==> src/rtl/core/ppe_pkg.sv <==
// ppe_pkg: types, constants and helpers of the particle pool engine
// no dependencies
package ppe_pkg;
	localparam int DOTS = 32;
	localparam int IDX_W = $clog2(DOTS);
	localparam logic [6:0] DOTS_C = 7'(DOTS);

	typedef enum logic [1:0] {
		MODE_SPAWN = 2'd0,
		MODE_TICK  = 2'd1,
		MODE_READ  = 2'd2,
		MODE_NONE  = 2'd3
	} mode_t;

	typedef enum logic [1:0] {
		REG_ACTIVE  = 2'd0,
		REG_GRAVITY = 2'd1,
		REG_JITTER  = 2'd2
	} reg_idx_t;

	localparam logic [5:0] AGE_LIMIT = 6'd30;

	typedef struct packed {
		logic [1:0]  mode;
		logic [31:0] pos_x;
		logic [31:0] pos_y;
		logic [31:0] pos_z;
		logic [31:0] vel_x;
		logic [31:0] vel_y;
		logic [31:0] vel_z;
		logic [15:0] jitter_x;
		logic [15:0] jitter_y;
		logic [15:0] jitter_z;
		logic [5:0]  life_offset;
	} in_item_t;

	typedef struct packed {
		logic [5:0]  dot_index;
		logic [31:0] out_x;
		logic [31:0] out_y;
		logic [31:0] out_z;
		logic [6:0]  out_life;
		logic        empty_res;
		logic        last;
	} out_item_t;

	// one pool entry as held in the memory
	typedef struct packed {
		logic [5:0]  age;
		logic [6:0]  life;
		logic [15:0] damping;
		logic [31:0] px;
		logic [31:0] py;
		logic [31:0] pz;
		logic [31:0] vx;
		logic [31:0] vy;
		logic [31:0] vz;
	} dot_t;

	function automatic logic [31:0] sat32(input logic signed [33:0] x);
		if (x > 34'sh0_7FFF_FFFF) return 32'h7FFF_FFFF;
		if (x < -34'sh0_8000_0000) return 32'h8000_0000;
		return x[31:0];
	endfunction

	// round((1024+life)*65536/1280), ties up
	// equals floor(((1024+life)*256+2)/5); the divide by 5 is a reciprocal
	// multiply, exact for every 7-bit life
	function automatic logic [15:0] damping_of(input logic [6:0] life);
		logic [18:0] m;
		logic [39:0] p;
		m = (19'(life) + 19'd1024) * 19'd256 + 19'd2;
		p = 40'(m) * 40'd419431;
		return 16'(p >> 21);
	endfunction
endpackage

==> src/rtl/core/ppe_update.sv <==
// ppe_update: two-stage euler update of one particle, multiplies registered
// depends on ppe_pkg
module ppe_update (
	input  logic            clk,
	input  ppe_pkg::dot_t   dot_in,
	input  logic [31:0]     gravity,
	output ppe_pkg::dot_t   dot_out
);
	ppe_pkg::dot_t      d_s1;
	logic signed [48:0] px_s1, py_s1, pz_s1;
	logic [31:0]        vy_g;
	logic [31:0]        nvx, nvy, nvz;

	assign vy_g = ppe_pkg::sat32(34'(signed'(dot_in.vy)) + 34'(signed'(gravity)));

	always_ff @(posedge clk) begin
		d_s1 <= dot_in;
		px_s1 <= 49'(signed'(dot_in.vx)) * signed'({1'b0, dot_in.damping});
		py_s1 <= 49'(signed'(vy_g)) * signed'({1'b0, dot_in.damping});
		pz_s1 <= 49'(signed'(dot_in.vz)) * signed'({1'b0, dot_in.damping});
	end

	// magnitude never grows, so the rounded product fits 32 bits
	assign nvx = 32'((px_s1 + 49'sd32768) >>> 16);
	assign nvy = 32'((py_s1 + 49'sd32768) >>> 16);
	assign nvz = 32'((pz_s1 + 49'sd32768) >>> 16);

	always_comb begin
		dot_out = d_s1;
		dot_out.age = d_s1.age + 6'd1;
		dot_out.vx = nvx;
		dot_out.vy = nvy;
		dot_out.vz = nvz;
		dot_out.px = ppe_pkg::sat32(34'(signed'(d_s1.px)) + 34'(signed'(nvx)));
		dot_out.py = ppe_pkg::sat32(34'(signed'(d_s1.py)) + 34'(signed'(nvy)));
		dot_out.pz = ppe_pkg::sat32(34'(signed'(d_s1.pz)) + 34'(signed'(nvz)));
	end
endmodule

==> config.mk <==
export PLATFORM = sky130hd
export DESIGN_NAME = ppe_update
export DESIGN_NICKNAME = d
export VERILOG_FILES = /design/src/rtl/core/ppe_pkg.sv /design/src/rtl/core/ppe_update.sv
export SDC_FILE = /design/constraint.sdc
export NUM_CORES = 2
export LEC_CHECK = 0
export BUFFER_PORTS_ARGS = -buffer_cell sky130_fd_sc_hd__buf_4
export CAP_MARGIN = 30
export CORE_ASPECT_RATIO = 2
export CORE_MARGIN = 5
export CORE_UTILIZATION = 42
export CTS_CLUSTER_DIAMETER = 80
export DETAILED_ROUTE_END_ITERATION = 12
export GPL_TIMING_DRIVEN = 0
export HOLD_SLACK_MARGIN = 0.02
export PLACE_DENSITY = 0.57
export SYNTH_ARGS = -nofsm -noshare
export SYNTH_HDL_FRONTEND = slang
export SYNTH_SLANG_ARGS = --single-unit
==> constraint.sdc <==
create_clock -name clk -period 13.9 [get_ports clk]
set_input_delay 1.39 -clock clk [delete_from_list [all_inputs] [get_ports clk]]
set_output_delay 1.39 -clock clk [all_outputs]
set_load 0.05 [all_outputs]
==> After elaboration in Yosys (flattened, before gate mapping) <==
Cells that the tools add are included.
{ "word_totals": {"regBits": 269, "in_bits": 254, "out_inout_bits": 221, "word_cells": 56} }
{ "classes": {"addsub": 8, "n_mul": 3, "order_cmp": 8, "mux": 28} }
{ "ops": {"columns": ["cell", "n"], "rows": [
  ["32-bit two-way mux", 16],
  ["48-bit by 17-bit adder with 48-bit output, second input constant", 3],
  ["32-bit by 17-bit multiplier with 48-bit output", 3],
  ["32-bit by 32-bit adder with 33-bit output", 4],
  ["33-bit by 32-bit > comparator with 1-bit output, second input constant", 4],
  ["33-bit by 32-bit less-than comparator with 1-bit output, second input constant", 4],
  ["1-bit two-way mux", 12],
  ["6-bit by 1-bit adder with 6-bit output, second input constant", 1]
]} }

==> Longest topological paths before layout <==
{ "depth": {"word_depth": 7, "ltp_mapped": 41, "ltp_nobuf": 37} }

==> Worst setup path after synthesis <==
OpenSTA, ideal clock, no wires.
{ "synth_timing": {"path_type": "in2reg", "from": "input port dot_in[40] (netlist bit)", "to": "register py_s1[43]", "setup_time_ns": 0.119, "arrival_time_ns": 9.687, "required_ns": 13.781, "slack_ns": 4.094, "stages": 38, "path_buffers": 4, "cell_sequence": "ha_1 -> a21o_1 -> a21oi_1 -> o21ai_1 -> a221o_1 -> nand2_2 -> o41ai_2 -> a211o_1 -> o31a_1 -> buf_2 -> mux2_4 -> buf_6 -> buf_6 -> nand2_2 -> buf_2 -> nor2_1 -> fa_1 -> inv_1 -> [... 2 more ...] -> inv_1 -> fa_1 -> fa_1 -> inv_1 -> fa_1 -> inv_1 -> ha_1 -> and4_1 -> and4_1 -> and4_1 -> o211ai_1 -> a311oi_1 -> o2111ai_1 -> nand2_1 -> a21oi_1 -> o21ai_0 -> a21oi_1 -> xnor2_1"} }
{ "synth_via": {"elab_chain_cells": 7, "elab_cells_between_ends": 10, "classes_between": "add/sub (1); mul (1); order compare (2); mux (6)"} }
{ "synth_lines": {"columns": ["element", "line_no", "text"], "rows": [
  ["start: declaration", "ppe_update.sv:5", "input ppe_pkg::dot_t dot_in,"],
  ["32-bit by 32-bit adder with 33-bit output (*)", "ppe_update.sv:14", "assign vy_g = ppe_pkg::sat32(34'(signed'(dot_in.vy)) + 34'(signed'(gravity)));"],
  ["33-bit by 32-bit less-than comparator with 1-bit output", "ppe_pkg.sv:62", "if (x < -34'sh0_8000_0000) return 32'h8000_0000;"],
  ["1-bit two-way mux (2 in series)", "ppe_pkg.sv:62", null],
  ["32-bit two-way mux", "ppe_pkg.sv:63", "return x[31:0];"],
  ["32-bit two-way mux (*)", "ppe_pkg.sv:62", null],
  ["32-bit by 17-bit multiplier with 48-bit output (*)", "ppe_update.sv:19", "py_s1 <= 49'(signed'(vy_g)) * signed'({1'b0, dot_in.damping});"],
  ["end signal: assignment", "ppe_update.sv:19", null],
  ["end: declaration", "ppe_update.sv:10", "logic signed [48:0] px_s1, py_s1, pz_s1;"]
]} }
Every way passes the cells marked *; elsewhere a longest branch is shown, timed or not. The select of a mux whose other input is x is not followed.

==> Final worst setup path <==
{ "layout_timing": {"from": "input port dot_in[38] (netlist bit)", "to": "register py_s1[43]"} }
The elaborated chain is that of the path after synthesis.

==> out/metrics.cfg <==
[cts]
cts_hold_buf = 0
ctsResizeCount = 0
postCtsSetupBuffers = 0
clk_pin_slew_ps = 70
root_buffer = clkbuf_16
cts_buffers = 28
clockBufferDepth = 3
cts_tree = done
cts.sinks = 224
cts_max_level = 1

[logic_synthesis]
synthArstFlopShare = 0
synth_top_family_by_area = adder cells
ys_ff_latch = 224
synth_edf_count = 0
syn-cell-area_sq_um = 64200
yosysTopAreaCell = fa_1
avgSynthCellArea_sq_um = 8.82
synth_top_area_frac = 0.452
synth_fa_ha_area_frac = 0.545
netlist_top_cells_count = inv_1 (1649), fa_1 (1450), nand2_1 (1066)
ys_seq_area_frac = 0.0699
muxShareOfSynthArea = 0.00109
netlist_top_cells_area = fa_1 (45%), inv_1 (9.6%), ha_1 (9.1%)
synthFlopType = dfxtp_1
synth_compound_area_frac = 0.0713
yosys_warnings = 0
synth.most_common_cell = inv_1
netlist_instances = 7277
synthXorXnorAreaFrac = 0.0435
syn_nets = 9449
synthSimpleGateAreaFrac = 0.151
synth.distinct_cells = 80

[global_routing]
antenna_found_initial = 18
grt_pass1_wl_mm = 314
grt_usage = 0.252
grt_max_degree = 16
grt.overflow.total = 0
grt_pass1_vias = 53500

[sta]
worst_slew_pin_slew_ps = 1190
period_share = 0.830
max_freq_mhz = 86.7
hold_violations = 0
rsz0062_at_grt = false
fin_setup_tns_ps = 0
period_minus_slack_ps = 11530
slew_headroom = 0.196
slew_violations = 0
setup_viol = 0

[run]
maxCapViolCount = 0

[layout]
fin_nets = 9978
instances_no_fill = 9783
area_delta_synth_final_pct = 11.5
post-route-cell-area_sq_um = 71600
fillCellCount = 15100
drive_gt1_frac = 0.0870

[floorplan]
dieArea_sq_um = 161000
die_h_um = 563
io-pin-count = 475
core_area_sq_um = 152000
rows = 203
initial_core_util = 0.421
die_w_um = 286

[worst_setup_path]
critPathTopFamily = adder cells
start_kind = input port
critPathMaxStageDelay_ps = 640
cp_slowest_cell = a311oi_1
worst-path-buf-inv = 7
crit_arrival_ps = 12070
critPathMostFrequentCell = fa_1
end_kind = register
required_ps = 14430
crit_fanout = 10
path_class = input port to register

[route]
vias_per_cell = 5.12
vias = 50000
wl_per_cell_um = 20.5
first_pass_iters = 6
drc = 0
wl_mm = 201
ant_nets = 0
drt-initial-drc-count = 3037

[place]
dp.cells = 9720
globalplace.congestion = 0.931
dpl_cell_area_sq_um = 70500
numPortBuffers = 474
dp_hpwl_mm = 172

[worst_hold_path]
holdPathEnd = d_s1[179]
hold_depth = 1
hp-start = dot_in[179]
hold_path_class = input port to register

[status]
status = complete, no violations

registers in the layout, indices dropped and copies added (netlist names):
signal and count:
py_s1 33, pz_s1 33, d_s1 102, dot_out 23, px_s1 33
area by class of cell:
| type | count | area (sq um) | area share |
|---|---|---|---|
| Buffer | 316 | 1420 | 0.0199 |
| Clock inverter | 18 | 293 | 0.00409 |
| Sequential cell | 224 | 4480 | 0.0626 |
| Timing Repair Buffer | 499 | 3890 | 0.0543 |
| Multi-Input combinational cell | 5088 | 52100 | 0.728 |
| Antenna cell | 9 | 22.5 | 0.000315 |
| Clock buffer | 33 | 759 | 0.0106 |
| Inverter | 1649 | 6190 | 0.0865 |
| Tap cell | 1947 | 2440 | 0.0340 |
worst max path at each step:
stage / from / endpoint / depth (start not counted)
after detailed placement: dot_in[38] / py_s1[43] / 36
after floorplan: dot_in[40] / py_s1[43] / 38
after global routing: dot_in[32] / py_s1[43] / 39
after CTS: dot_in[38] / py_s1[43] / 37
final: dot_in[38] / py_s1[43] / 36
after global placement: dot_in[40] / py_s1[43] / 36
cells by family after synthesis:
group / after synthesis
flip-flops: 224
XOR/XNOR: 319
adder cells (fa/ha/maj): 1926
multiplexers: 6
AND/OR/NAND/NOR: 2096
buffers and inverters: 1965
AO/OA/AOI/OAI: 741
cell usage in the layout, fill, tap and decap left out, types with 26 or more instances in the layout:
cell type	Yosys	final
and3_1	37	37
clkbuf_16	0	28
nand2b_1	38	38
o21a_1	37	37
nor2b_1	35	35
nor2_1	283	283
fa_1	1450	1450
o21ai_0	102	101
clkbuf_1	216	217
nand4_1	41	41
ha_1	468	468
nand3_1	70	70
buf_4	29	507
xnor2_1	201	201
dfxtp_1	224	224
xor2_1	118	118
o21ai_1	25	26
a31oi_1	29	29
a21oi_1	310	310
a21o_1	102	102
nor3_1	38	38
inv_1	1649	1649
nand2_1	1066	1066
and2_1	448	448
buf_2	59	61
stage by stage:
stage | setup WS, ps | hold WS, ps | utilization
after CTS | 2430 | 737 | 0.469
final | 2370 | 789 | 0.470
after global placement | 1710 | 1490 | 0.460
after global routing | 1710 | 752 | 0.470
after floorplan | 4090 | 1420 | -
after detailed placement | 1750 | 1500 | 0.462
metal layers:
metal,vias up,track usage,part of all wire
li1,22800,-,-
met1,25100,0.343,0.42
met2,1847,0.399,0.45
met3,350,0.0605,0.091
met4,24,0.0811,0.037
met5,-,0,0.00073
Power is not shown: default switching activity piles up to over one toggle a cycle in this logic, so the estimate is an artifact.
